**config.mk**
```make
export PLATFORM = sky130hd
export DESIGN_NAME = path_reliability_scorer
export DESIGN_NICKNAME = d
export VERILOG_FILES = /design/src/rtl/prs_pkg.sv /design/src/rtl/path_reliability_scorer.sv /design/src/rtl/prs_divider.sv /design/src/rtl/prs_multiplier.sv
export SDC_FILE = /design/constraint.sdc
export NUM_CORES = 2
export LEC_CHECK = 0
export ABC_AREA = 1
export BUFFER_PORTS_ARGS = -buffer_cell sky130_fd_sc_hd__buf_2
export CAP_MARGIN = 20
export CORE_MARGIN = 2
export CORE_UTILIZATION = 40
export DETAILED_ROUTE_END_ITERATION = 8
export PLACE_DENSITY = 0.55
export SETUP_SLACK_MARGIN = 0.4
export SLEW_MARGIN = 5
export SYNTH_ARGS = -nofsm -noshare
export SYNTH_HDL_FRONTEND = slang
export SYNTH_HIERARCHICAL = 1
export SYNTH_SLANG_ARGS = --single-unit
```
**constraint.sdc**
```tcl
create_clock -name clk -period 6.96 [get_ports clk]
set_input_delay 0.696 -clock clk [delete_from_list [all_inputs] [get_ports clk]]
set_output_delay 0.696 -clock clk [all_outputs]
set_load 0.005 [all_outputs]
```
**src/rtl/prs_pkg.sv**
```systemverilog
// Package for the path reliability scorer: widths, constants, state and
// register codes, and the request structs of the serial arithmetic units.
// No dependencies.
package prs_pkg;

  // Default depth of one path
  localparam int unsigned PRS_MAX_SAMPLES = 4096;

  // Serial unit widths
  localparam int unsigned DVD_W  = 64;  // divider dividend / quotient
  localparam int unsigned DSR_W  = 40;  // divider divisor / remainder
  localparam int unsigned DSTP_W = 7;   // divider step count
  localparam int unsigned MCD_W  = 48;  // multiplicand
  localparam int unsigned MPL_W  = 32;  // multiplier
  localparam int unsigned MSTP_W = 6;   // multiplier step count
  localparam int unsigned PROD_W = MCD_W + MPL_W;

  // Field and total widths
  localparam int unsigned RISK_W   = 16;
  localparam int unsigned DIST_W   = 24;
  localparam int unsigned RTOT_W   = 29;
  localparam int unsigned SQTOT_W  = 45;
  localparam int unsigned RCTOT_W  = 45;
  localparam int unsigned E_W      = 50;
  localparam int unsigned SCORE_W  = 17;
  localparam int unsigned ACC_W    = 36;  // series partial sums

  // Constants
  localparam logic [RTOT_W-1:0]  RTOT_MAX  = '1;
  localparam logic [SQTOT_W-1:0] SQTOT_MAX = '1;
  localparam logic [RCTOT_W-1:0] RCTOT_MAX = '1;
  localparam logic [DIST_W-1:0]  DIST_MAX  = 24'h7F_FFFF;
  localparam logic [31:0]        LN2_Q32   = 32'hB172_17F7;
  localparam logic [E_W-1:0]     EXP_LIMIT = E_W'(12) << 24;
  localparam logic [15:0]        EPS_DFLT  = 16'd4;
  localparam logic [3:0]         EXP_TERMS = 4'd12;
  localparam logic [SCORE_W-1:0] SCORE_ONE = 17'h1_0000;

  // Step counts of the serial operations with a fixed step count
  localparam logic [DSTP_W-1:0] STP_RECIP = 7'd29;
  localparam logic [DSTP_W-1:0] STP_MEAN  = 7'd29;
  localparam logic [DSTP_W-1:0] STP_CLEAR = 7'd45;
  localparam logic [DSTP_W-1:0] STP_VAR   = 7'd64;
  localparam logic [DSTP_W-1:0] STP_LOG   = 7'd36;
  localparam logic [DSTP_W-1:0] STP_TERM  = 7'd33;
  localparam logic [MSTP_W-1:0] STP_SQ    = 6'd16;
  localparam logic [MSTP_W-1:0] STP_SS    = 6'd29;
  localparam logic [MSTP_W-1:0] STP_WGT   = 6'd16;
  localparam logic [MSTP_W-1:0] STP_TMUL  = 6'd32;

  // Configuration register indexes
  typedef enum logic [1:0] {
    REG_RISK_WEIGHT      = 2'd0,
    REG_CLEARANCE_WEIGHT = 2'd1,
    REG_VARIANCE_WEIGHT  = 2'd2,
    REG_DISTANCE_OFFSET  = 2'd3
  } prs_reg_t;

  // Sequencer states
  typedef enum logic [4:0] {
    ST_IDLE, ST_SAMPLE, ST_FIN, ST_MEAN, ST_CLEAR, ST_NQ, ST_S2, ST_NN,
    ST_VAR, ST_EA, ST_EB, ST_EC, ST_LOG, ST_TMUL, ST_TDIV, ST_SCORE, ST_OUT
  } prs_state_t;

  typedef struct packed {
    logic              start;
    logic [DVD_W-1:0]  dividend;
    logic [DSR_W-1:0]  divisor;
    logic [DSTP_W-1:0] steps;
  } prs_div_req_t;

  typedef struct packed {
    logic              start;
    logic [MCD_W-1:0]  mcand;
    logic [MPL_W-1:0]  mplier;
    logic [MSTP_W-1:0] steps;
  } prs_mul_req_t;

endpackage

```
**src/rtl/path_reliability_scorer.sv**
```systemverilog
// Path reliability scorer: accumulates per-sample risk statistics of a path
// and scores the path on its last sample.
//
// Channels: in_* carries one sample per transfer (tdata: risk, distance;
// tuser: query_ok; tlast: last sample of the path). out_* carries one result
// per path (tuser: path_valid; tdata: the metrics and the score). cfg_* writes
// the four weight and offset registers by index.
// Timing: a sample with query_ok set and room left in the totals waits for
// the bit-serial divider that forms the reciprocal clearance (29 steps);
// other samples are taken without a divide. After the last sample of a valid
// path with samples, the finishing sequence runs the divider and the shift-add
// multiplier one after the other (means, variance, weighted exponent, a
// 12-term series); the series is skipped when the weighted exponent reaches
// 12. in_tready is high only while the sequencer waits for a sample.
// Reset returns the weights to their defaults and clears the totals; no
// clearing pass is needed. A result waits in the output register while the
// receiver stalls; the next path is accepted meanwhile, and its own result
// waits until that register is free.
module path_reliability_scorer import prs_pkg::*; #(
  parameter int unsigned MAX_SAMPLES = PRS_MAX_SAMPLES
) (
  input  logic         clk,
  input  logic         rst_n,
  // Sample stream
  input  logic         in_tvalid,
  output logic         in_tready,
  input  logic [39:0]  in_tdata,   // [15:0] sample_risk, [39:16] sample_distance
  input  logic         in_tuser,   // [0] query_ok
  input  logic         in_tlast,   // last_sample
  // Result stream
  output logic         out_tvalid,
  input  logic         out_tready,
  output logic [127:0] out_tdata,  // [15:0] mean_risk, [47:16] mean_clearance_risk,
                                   // [79:48] variance, [103:80] min_clearance,
                                   // [120:104] reliability_score, rest zero
  output logic         out_tuser,  // [0] path_valid
  // Configuration writes
  input  logic         cfg_valid,
  output logic         cfg_ready,
  input  logic [1:0]   cfg_index,
  input  logic [15:0]  cfg_data
);

  localparam int unsigned CNT_W = $clog2(MAX_SAMPLES + 1);

  prs_state_t state_r, state_nxt;

  logic [15:0] risk_wgt_r, clr_wgt_r, var_wgt_r, dist_ofs_r;

  logic [CNT_W-1:0]   count_r;
  logic [RTOT_W-1:0]  risk_tot_r;
  logic [SQTOT_W-1:0] sq_tot_r;
  logic [RCTOT_W-1:0] rcp_tot_r;
  logic [DIST_W-1:0]  low_r;
  logic               all_valid_r;
  logic [RISK_W-1:0]  smp_risk_r;
  logic [DIST_W-1:0]  smp_dist_r;
  logic               smp_last_r;

  logic               res_ok_r;
  logic [15:0]        mean_r;
  logic [31:0]        clear_r, var_r;
  logic [63:0]        nq_r, s2_r;
  logic [E_W-1:0]     e_r;
  logic [5:0]         n_r;
  logic [31:0]        r_r;
  logic [ACC_W-1:0]   pos_r, neg_r;
  logic [3:0]         k_r;
  logic [SCORE_W-1:0] score_r;

  logic               out_tvalid_r;
  logic [127:0]       out_tdata_r;
  logic               out_tuser_r;

  prs_div_req_t      div_req;
  prs_mul_req_t      mul_req;
  logic              div_done, mul_done;
  logic [DVD_W-1:0]  div_q;
  logic [DSR_W-1:0]  div_rem;
  logic [PROD_W-1:0] mul_prod;

  logic               in_acc;
  logic [RISK_W-1:0]  in_risk;
  logic [DIST_W-1:0]  in_dist;
  logic               take;
  logic [23:0]        den;
  logic [15:0]        eps;
  logic [RTOT_W:0]    risk_add;
  logic [SQTOT_W:0]   sq_sum;
  logic [RCTOT_W:0]   rcp_sum;
  logic [63:0]        var_dvd;
  logic [E_W-1:0]     e_sum;
  logic [32:0]        term;
  logic [ACC_W-1:0]   e_diff, e_shift;
  logic [ACC_W:0]     e_round;
  logic [SCORE_W-1:0] score_val;
  logic               slot_free;

  prs_divider u_div (
    .clk       (clk),
    .rst_n     (rst_n),
    .req       (div_req),
    .done      (div_done),
    .quotient  (div_q),
    .remainder (div_rem)
  );

  prs_multiplier u_mul (
    .clk     (clk),
    .rst_n   (rst_n),
    .req     (mul_req),
    .done    (mul_done),
    .product (mul_prod)
  );

  // Sample decode and accumulate condition
  assign in_acc  = in_tvalid && in_tready;
  assign in_risk = in_tdata[15:0];
  assign in_dist = in_tdata[39:16];
  assign take    = in_tuser && (count_r < CNT_W'(MAX_SAMPLES));
  assign eps     = (dist_ofs_r == '0) ? EPS_DFLT : dist_ofs_r;
  assign den     = (in_dist[DIST_W-1] ? 24'd0 : {1'b0, in_dist[DIST_W-2:0]}) + 24'(eps);

  // Saturating sums of the running totals
  assign risk_add = {1'b0, risk_tot_r} + (RTOT_W+1)'(smp_risk_r);
  assign sq_sum   = {1'b0, sq_tot_r} + (SQTOT_W+1)'(mul_prod[31:0]);
  assign rcp_sum  = {1'b0, rcp_tot_r} + (RCTOT_W+1)'(div_q[28:0]);

  // Finishing arithmetic
  assign var_dvd   = (nq_r > s2_r) ? nq_r - s2_r : 64'd0;
  assign e_sum     = e_r + mul_prod[E_W-1:0];
  assign term      = div_q[32:0];
  assign e_diff    = (pos_r > neg_r) ? pos_r - neg_r : '0;
  assign e_shift   = e_diff >> n_r;
  assign e_round   = (ACC_W+1)'(e_shift) + (ACC_W+1)'(17'h0_8000);
  assign score_val = (e_round[ACC_W:16] > (ACC_W-15)'(SCORE_ONE)) ? SCORE_ONE
                   : e_round[16 +: SCORE_W];

  assign slot_free = !out_tvalid_r || out_tready;

  // Next state
  always_comb begin
    state_nxt = state_r;
    unique case (state_r)
      ST_IDLE:   if (in_acc) state_nxt = take ? ST_SAMPLE : (in_tlast ? ST_FIN : ST_IDLE);
      ST_SAMPLE: if (div_done) state_nxt = smp_last_r ? ST_FIN : ST_IDLE;
      ST_FIN:    state_nxt = (all_valid_r && count_r != '0) ? ST_MEAN : ST_OUT;
      ST_MEAN:   if (div_done) state_nxt = ST_CLEAR;
      ST_CLEAR:  if (div_done) state_nxt = ST_NQ;
      ST_NQ:     if (mul_done) state_nxt = ST_S2;
      ST_S2:     if (mul_done) state_nxt = ST_NN;
      ST_NN:     if (mul_done) state_nxt = ST_VAR;
      ST_VAR:    if (div_done) state_nxt = ST_EA;
      ST_EA:     if (mul_done) state_nxt = ST_EB;
      ST_EB:     if (mul_done) state_nxt = ST_EC;
      ST_EC:     if (mul_done) state_nxt = (e_sum >= EXP_LIMIT) ? ST_OUT : ST_LOG;
      ST_LOG:    if (div_done) state_nxt = ST_TMUL;
      ST_TMUL:   if (mul_done) state_nxt = ST_TDIV;
      ST_TDIV:   if (div_done) state_nxt = (k_r == EXP_TERMS) ? ST_SCORE : ST_TMUL;
      ST_SCORE:  state_nxt = ST_OUT;
      ST_OUT:    if (slot_free) state_nxt = ST_IDLE;
      default:   state_nxt = ST_IDLE;
    endcase
  end

  // Unit requests and handshake outputs
  always_comb begin
    div_req   = '0;
    mul_req   = '0;
    in_tready = (state_r == ST_IDLE);
    unique case (state_r)
      ST_IDLE: begin
        if (in_acc && take) begin
          div_req = '{1'b1, 64'h1000_0000, DSR_W'(den), STP_RECIP};
          mul_req = '{1'b1, MCD_W'(in_risk), MPL_W'(in_risk), STP_SQ};
        end
      end
      ST_FIN: begin
        if (all_valid_r && count_r != '0)
          div_req = '{1'b1, DVD_W'(risk_tot_r), DSR_W'(count_r), STP_MEAN};
      end
      ST_MEAN: begin
        if (div_done)
          div_req = '{1'b1, DVD_W'(rcp_tot_r), DSR_W'(count_r), STP_CLEAR};
      end
      ST_CLEAR: begin
        if (div_done)
          mul_req = '{1'b1, MCD_W'(sq_tot_r), MPL_W'(count_r), MSTP_W'(CNT_W)};
      end
      ST_NQ: begin
        if (mul_done)
          mul_req = '{1'b1, MCD_W'(risk_tot_r), MPL_W'(risk_tot_r), STP_SS};
      end
      ST_S2: begin
        if (mul_done)
          mul_req = '{1'b1, MCD_W'(count_r), MPL_W'(count_r), MSTP_W'(CNT_W)};
      end
      ST_NN: begin
        if (mul_done)
          div_req = '{1'b1, var_dvd, mul_prod[DSR_W-1:0], STP_VAR};
      end
      ST_VAR: begin
        if (div_done)
          mul_req = '{1'b1, MCD_W'({mean_r, 8'd0}), MPL_W'(risk_wgt_r), STP_WGT};
      end
      ST_EA: begin
        if (mul_done)
          mul_req = '{1'b1, MCD_W'(clear_r), MPL_W'(clr_wgt_r), STP_WGT};
      end
      ST_EB: begin
        if (mul_done)
          mul_req = '{1'b1, MCD_W'(var_r), MPL_W'(var_wgt_r), STP_WGT};
      end
      ST_EC: begin
        if (mul_done && e_sum < EXP_LIMIT)
          div_req = '{1'b1, DVD_W'({e_sum[27:0], 8'd0}), DSR_W'(LN2_Q32), STP_LOG};
      end
      ST_LOG: begin
        if (div_done)
          mul_req = '{1'b1, MCD_W'(33'h1_0000_0000), div_rem[MPL_W-1:0], STP_TMUL};
      end
      ST_TMUL: begin
        if (mul_done)
          div_req = '{1'b1, DVD_W'(mul_prod[PROD_W-1:32]), DSR_W'(k_r), STP_TERM};
      end
      ST_TDIV: begin
        if (div_done && k_r != EXP_TERMS)
          mul_req = '{1'b1, MCD_W'(term), r_r, STP_TMUL};
      end
      default: begin
      end
    endcase
  end

  // State and configuration registers
  always_ff @(posedge clk) begin
    if (!rst_n) begin
      state_r    <= ST_IDLE;
      risk_wgt_r <= 16'd256;
      clr_wgt_r  <= 16'd256;
      var_wgt_r  <= 16'd256;
      dist_ofs_r <= EPS_DFLT;
    end else begin
      state_r <= state_nxt;
      if (cfg_valid && cfg_ready) begin
        unique case (prs_reg_t'(cfg_index))
          REG_RISK_WEIGHT:      risk_wgt_r <= cfg_data;
          REG_CLEARANCE_WEIGHT: clr_wgt_r  <= cfg_data;
          REG_VARIANCE_WEIGHT:  var_wgt_r  <= cfg_data;
          REG_DISTANCE_OFFSET:  dist_ofs_r <= cfg_data;
        endcase
      end
    end
  end

  assign cfg_ready = 1'b1;

  // Path totals: accumulate valid samples, clear once the result is loaded into the output register
  always_ff @(posedge clk) begin
    if (!rst_n) begin
      count_r     <= '0;
      risk_tot_r  <= '0;
      sq_tot_r    <= '0;
      rcp_tot_r   <= '0;
      low_r       <= DIST_MAX;
      all_valid_r <= 1'b1;
    end else if (state_r == ST_OUT && slot_free) begin
      count_r     <= '0;
      risk_tot_r  <= '0;
      sq_tot_r    <= '0;
      rcp_tot_r   <= '0;
      low_r       <= DIST_MAX;
      all_valid_r <= 1'b1;
    end else if (state_r == ST_IDLE && in_acc && !in_tuser) begin
      all_valid_r <= 1'b0;
    end else if (state_r == ST_SAMPLE && div_done) begin
      count_r    <= count_r + 1'b1;
      risk_tot_r <= risk_add[RTOT_W] ? RTOT_MAX : risk_add[RTOT_W-1:0];
      sq_tot_r   <= sq_sum[SQTOT_W] ? SQTOT_MAX : sq_sum[SQTOT_W-1:0];
      rcp_tot_r  <= rcp_sum[RCTOT_W] ? RCTOT_MAX : rcp_sum[RCTOT_W-1:0];
      if ($signed(smp_dist_r) < $signed(low_r))
        low_r <= smp_dist_r;
    end
  end

  // Hold the accepted sample
  always_ff @(posedge clk) begin
    if (state_r == ST_IDLE && in_acc) begin
      smp_risk_r <= in_risk;
      smp_dist_r <= in_dist;
      smp_last_r <= in_tlast;
    end
  end

  // Capture the finishing results as each serial operation completes
  always_ff @(posedge clk) begin
    unique case (state_r)
      ST_FIN: begin
        res_ok_r <= all_valid_r && count_r != '0;
        score_r  <= '0;
      end
      ST_MEAN:  if (div_done) mean_r  <= (|div_q[DVD_W-1:16]) ? 16'hFFFF : div_q[15:0];
      ST_CLEAR: if (div_done) clear_r <= (|div_q[DVD_W-1:32]) ? 32'hFFFF_FFFF : div_q[31:0];
      ST_NQ:    if (mul_done) nq_r <= mul_prod[63:0];
      ST_S2:    if (mul_done) s2_r <= mul_prod[63:0];
      ST_VAR:   if (div_done) var_r <= (|div_q[DVD_W-1:32]) ? 32'hFFFF_FFFF : div_q[31:0];
      ST_EA:    if (mul_done) e_r <= mul_prod[E_W-1:0];
      ST_EB:    if (mul_done) e_r <= e_sum;
      ST_LOG: begin
        if (div_done) begin
          n_r   <= div_q[5:0];
          r_r   <= div_rem[31:0];
          pos_r <= ACC_W'(33'h1_0000_0000);
          neg_r <= '0;
          k_r   <= 4'd1;
        end
      end
      ST_TDIV: begin
        if (div_done) begin
          if (k_r[0]) neg_r <= neg_r + ACC_W'(term);
          else        pos_r <= pos_r + ACC_W'(term);
          k_r <= k_r + 1'b1;
        end
      end
      ST_SCORE: score_r <= score_val;
      default: begin
      end
    endcase
  end

  // Output register: load a result when the slot is free, drop valid on transfer
  always_ff @(posedge clk) begin
    if (!rst_n) begin
      out_tvalid_r <= 1'b0;
    end else if (state_r == ST_OUT && slot_free) begin
      out_tvalid_r <= 1'b1;
    end else if (out_tready) begin
      out_tvalid_r <= 1'b0;
    end
  end

  always_ff @(posedge clk) begin
    if (state_r == ST_OUT && slot_free) begin
      out_tuser_r <= res_ok_r;
      out_tdata_r <= res_ok_r ? {7'd0, score_r, low_r, var_r, clear_r, mean_r} : '0;
    end
  end

  assign out_tvalid = out_tvalid_r;
  assign out_tdata  = out_tdata_r;
  assign out_tuser  = out_tuser_r;

endmodule

```
**src/rtl/prs_divider.sv**
```systemverilog
// Restoring divider, one quotient bit per cycle, for the path reliability scorer.
// Depends on prs_pkg. Runs req.steps steps over the low bits of the dividend.
module prs_divider import prs_pkg::*; (
  input  logic             clk,
  input  logic             rst_n,
  input  prs_div_req_t     req,
  output logic             done,
  output logic [DVD_W-1:0] quotient,
  output logic [DSR_W-1:0] remainder
);

  logic [DSTP_W-1:0] cnt_r;
  logic              done_r;
  logic [DVD_W-1:0]  dvd_r;
  logic [DVD_W-1:0]  quo_r;
  logic [DSR_W-1:0]  rem_r;
  logic [DSR_W-1:0]  dsr_r;
  logic [DSR_W:0]    trial;
  logic              fits;

  // Bring down the next dividend bit and test it against the divisor
  assign trial = {rem_r, dvd_r[DVD_W-1]};
  assign fits  = trial >= {1'b0, dsr_r};

  // Step counter and completion pulse
  always_ff @(posedge clk) begin
    if (!rst_n) begin
      cnt_r  <= '0;
      done_r <= 1'b0;
    end else if (req.start) begin
      cnt_r  <= req.steps;
      done_r <= 1'b0;
    end else if (cnt_r != '0) begin
      cnt_r  <= cnt_r - 1'b1;
      done_r <= (cnt_r == DSTP_W'(1));
    end else begin
      done_r <= 1'b0;
    end
  end

  // Shift registers for dividend, quotient and partial remainder
  always_ff @(posedge clk) begin
    if (req.start) begin
      dvd_r <= req.dividend << (DSTP_W'(DVD_W) - req.steps);
      quo_r <= '0;
      rem_r <= '0;
      dsr_r <= req.divisor;
    end else if (cnt_r != '0) begin
      dvd_r <= {dvd_r[DVD_W-2:0], 1'b0};
      quo_r <= {quo_r[DVD_W-2:0], fits};
      rem_r <= fits ? DSR_W'(trial - {1'b0, dsr_r}) : trial[DSR_W-1:0];
    end
  end

  assign done      = done_r;
  assign quotient  = quo_r;
  assign remainder = rem_r;

endmodule

```
**src/rtl/prs_multiplier.sv**
```systemverilog
// Shift-add multiplier, one multiplier bit per cycle, MSB first.
// Depends on prs_pkg. Runs req.steps steps over the low multiplier bits.
module prs_multiplier import prs_pkg::*; (
  input  logic              clk,
  input  logic              rst_n,
  input  prs_mul_req_t      req,
  output logic              done,
  output logic [PROD_W-1:0] product
);

  logic [MSTP_W-1:0] cnt_r;
  logic              done_r;
  logic [MPL_W-1:0]  mpl_r;
  logic [MCD_W-1:0]  mcd_r;
  logic [PROD_W-1:0] prod_r;

  // Step counter and completion pulse
  always_ff @(posedge clk) begin
    if (!rst_n) begin
      cnt_r  <= '0;
      done_r <= 1'b0;
    end else if (req.start) begin
      cnt_r  <= req.steps;
      done_r <= 1'b0;
    end else if (cnt_r != '0) begin
      cnt_r  <= cnt_r - 1'b1;
      done_r <= (cnt_r == MSTP_W'(1));
    end else begin
      done_r <= 1'b0;
    end
  end

  // Double the partial product and add the multiplicand on a set bit
  always_ff @(posedge clk) begin
    if (req.start) begin
      mpl_r  <= req.mplier << (MSTP_W'(MPL_W) - req.steps);
      mcd_r  <= req.mcand;
      prod_r <= '0;
    end else if (cnt_r != '0) begin
      mpl_r  <= {mpl_r[MPL_W-2:0], 1'b0};
      prod_r <= {prod_r[PROD_W-2:0], 1'b0}
                + (mpl_r[MPL_W-1] ? PROD_W'(mcd_r) : '0);
    end
  end

  assign done    = done_r;
  assign product = prod_r;

endmodule

```
==> results.toml <==
[run]
drv_cap = 0

[floorplanning]
die_h_um = 450
die-area_um2 = 203000
die_w_um = 450
fp.coreArea_um2 = 198000
num_io_pins = 197
start_util_pct = 40.3
rows = 163

[worst_setup_path]
startpoint_type = "flip-flop"
arrival_ns = 6.68
cp_slowest_stage_delay_ns = 0.40
worstPathRequired_ns = 7.51
crit_path_max_fanout = 47
end_kind = "flip-flop"
critPathBufInv = 3
crit_top_cell = "nand2_1"
cp_slowest_cell = "fa_1"
crit_family = "simple AND/OR/NAND/NOR gates"
path_class = "reg2reg"

[logic_synthesis]
syn_area_um2 = 79600
synth.yosys.seq_area_share_pct = 38.5
synth_cell_types = 80
netlist.area_leader.share_pct = 27.8
yosys_warnings = 6
syn_avg_cell_area_um2 = 7.22
ys.flop_type = "edfxtp_1"
synth-edff-count = 737
ys_ff_latch = 1163
yosysMostFrequentCell = "nand2_1"
synthCells = 11000
synth_area_leaders = "edfxtp_1, nand2_1, dfxtp_1, inv_1, ha_1"
synthArstFlopShare_pct = 0
synth_top_area_cell = "edfxtp_1"
synth_common_cells = "nand2_1, inv_1, nor2_1"

[routing]
drt_iter0_drc = 8115
drc = 0
vias = 76900
ant_nets = 0
routed_wl_um = 340000
dr.pass1.iters = 8
wl_per_cell_um = 24.4
vias_per_cell = 5.52

[global_route]
grt_use_total_pct = 32.6
grt_pass1_wl_um = 492000
grt_max_degree = 95
grt-ovfl-total = 0
antenna_found_initial = 22
grt_pass1_vias = 73000

[clock_tree]
cts_resized = 0
cts-root-buf = "clkbuf_16"
holdBufCountCts = 0
clock-sinks = 1163
clk_pin_slew_worst_paths_ns = 0.06
cts_max_path_buffers = 3
htreeDepth = 4
clk_latency_ns = 0.85
cts_setup_buffers = 0
cts_buffers = 142
cts_tree = "built"

[sta]
slew_violations = 0
setup_viol = 0
tns_ns = 0
holdWs_ns = 0.0707
min_period_ns = 6.13
finalHoldViolCount = 0
skew_ns = 0.0682
clock.fmax_mhz = 163
slew_headroom_pct = 24.1
post-route-period-util_pct = 88.0
worst-slew-pin-transition_ns = 1.13
rsz0062_at_grt = "true"

[final_layout]
drive_above_1_share_pct = 7.16
finalNetCount = 11700
syn_to_final_growth_pct = 11.2

[pwr]
leakagePower_nw = 41.1
power_density_nw_per_um2 = 330
vdd.ir_drop.worst_mv = 0.311

[placed_design]
gp_congestion = 1.04
port_buffers = 188
dp_hpwl_um = 271000

[hold_path]
hp-class = "in2reg"

[run_status]
outcome = "completed"
[cells by family after synthesis]
| family | share of synthesized area, % |
|---|---|
| XOR/XNOR | 2.55 |
| buffers and inverters | 9.58 |
| AND/OR/NAND/NOR | 27.4 |
| AO/OA/AOI/OAI | 14.7 |
| other | 0.00943 |
| multiplexers | 0.264 |
| adder cells (fa/ha/maj) | 6.99 |
| flip-flops | 38.5 |
[state kept, by name, indices dropped and copies added (netlist names), 36 cells and up]
signal and cells:
s2_r 64, u_div/dsr_r 40, u_mul/mcd_r 48, pos_r 36
u_div/quotient 64, sq_tot_r 45, nq_r 64, out_tdata 121
u_div/dvd_r 64, e_r 50, rcp_tot_r 45, u_mul/product 80
u_div/remainder 40, neg_r 36
[layout by cell type, fill, tap and decap left out, drive strengths merged, types with 51 or more instances in the layout]
| master | synthesis | final |
|---|---|---|
| nand2 | 3133 | 3133 |
| inv | 1593 | 1603 |
| nor2 | 942 | 942 |
| nand3 | 756 | 756 |
| edfxtp | 737 | 737 |
| o21ai | 703 | 703 |
| a21oi | 682 | 682 |
| ha | 429 | 429 |
| dfxtp | 426 | 426 |
| buf | 128 | 342 |
| clkbuf | 230 | 194 |
| xnor2 | 118 | 118 |
| xor2 | 110 | 110 |
| nor3 | 109 | 109 |
| nand4 | 99 | 99 |
| a22oi | 83 | 83 |
| o22ai | 74 | 74 |
| a31oi | 70 | 70 |
| o211ai | 59 | 59 |
| clkinv | 11 | 55 |
| a221oi | 54 | 54 |
| or2 | 51 | 51 |
[power by group]
part / internal (W) / switching, W / leakage [nW]
Combinational: 0.00344 / 0.00860 / 28.5
Clock: 0.00431 / 0.00329 / 2.30
Sequential: 0.00861 / 0.000969 / 10.3
[per-stage QoR]
stage          util [%]  instance area [um^2]  power [W]  std cells  setup slack [ns]
2_1_floorplan         -                 79700     0.0168      11000             0.828
3_3_place_gp       42.3                 83700     0.0214      13700             0.708
3_5_place_dp       42.4                 83700     0.0215      13700             0.676
4_1_cts            44.8                 88400     0.0291      13900             0.668
5_1_grt            44.8                 88500     0.0308      13900             0.370
6_report           44.8                 88500     0.0292      13900             0.832
[path summary, 6_finish.rpt]
kind | depth (start not counted) | slack (ns) | from | to
setup / recovery | 37 | 0.83 | nq_r[0] | u_div/dvd_r[54]
hold / removal | 1 | 0.07 | in_tdata[17] | smp_dist_r[1]
setup reg to reg | 37 | 0.83 | nq_r[0] | u_div/dvd_r[54]
hold reg to reg | 2 | 0.45 | all_valid_r | all_valid_r
[worst register-to-register path: cells and delay by family (launching register included)]
| kind | cells | cell delay, ns |
|---|---|---|
| buffers and inverters | 3 | 0.48 |
| multiplexers | 1 | 0.17 |
| AO/OA/AOI/OAI | 8 | 1.92 |
| adder cells (fa/ha/maj) | 2 | 0.53 |
| flip-flops | 1 | 0.36 |
| AND/OR/NAND/NOR | 23 | 2.42 |
[per-layer routing]
layer	global-route usage [%]	up-vias	share of wire, %
met1	41.4	36400	41
li1	-	36900	-
met5	0	-	0.047
met4	21.0	24	7.6
met3	4.76	669	6.8
met2	52.0	2936	45
[layout make-up]
class                      count  area (um^2)
timing repair buffer         342         2210
fill                       20300       109000
antenna                        6         15.0
clock buffer                 194         3910
inverter                    1604         6030
clock inverter                65          833
multi-input combinational   7911        41500
tap                         2640         3300
sequential                  1163        30700
Note: power is estimated with default switching activity, not from simulation.
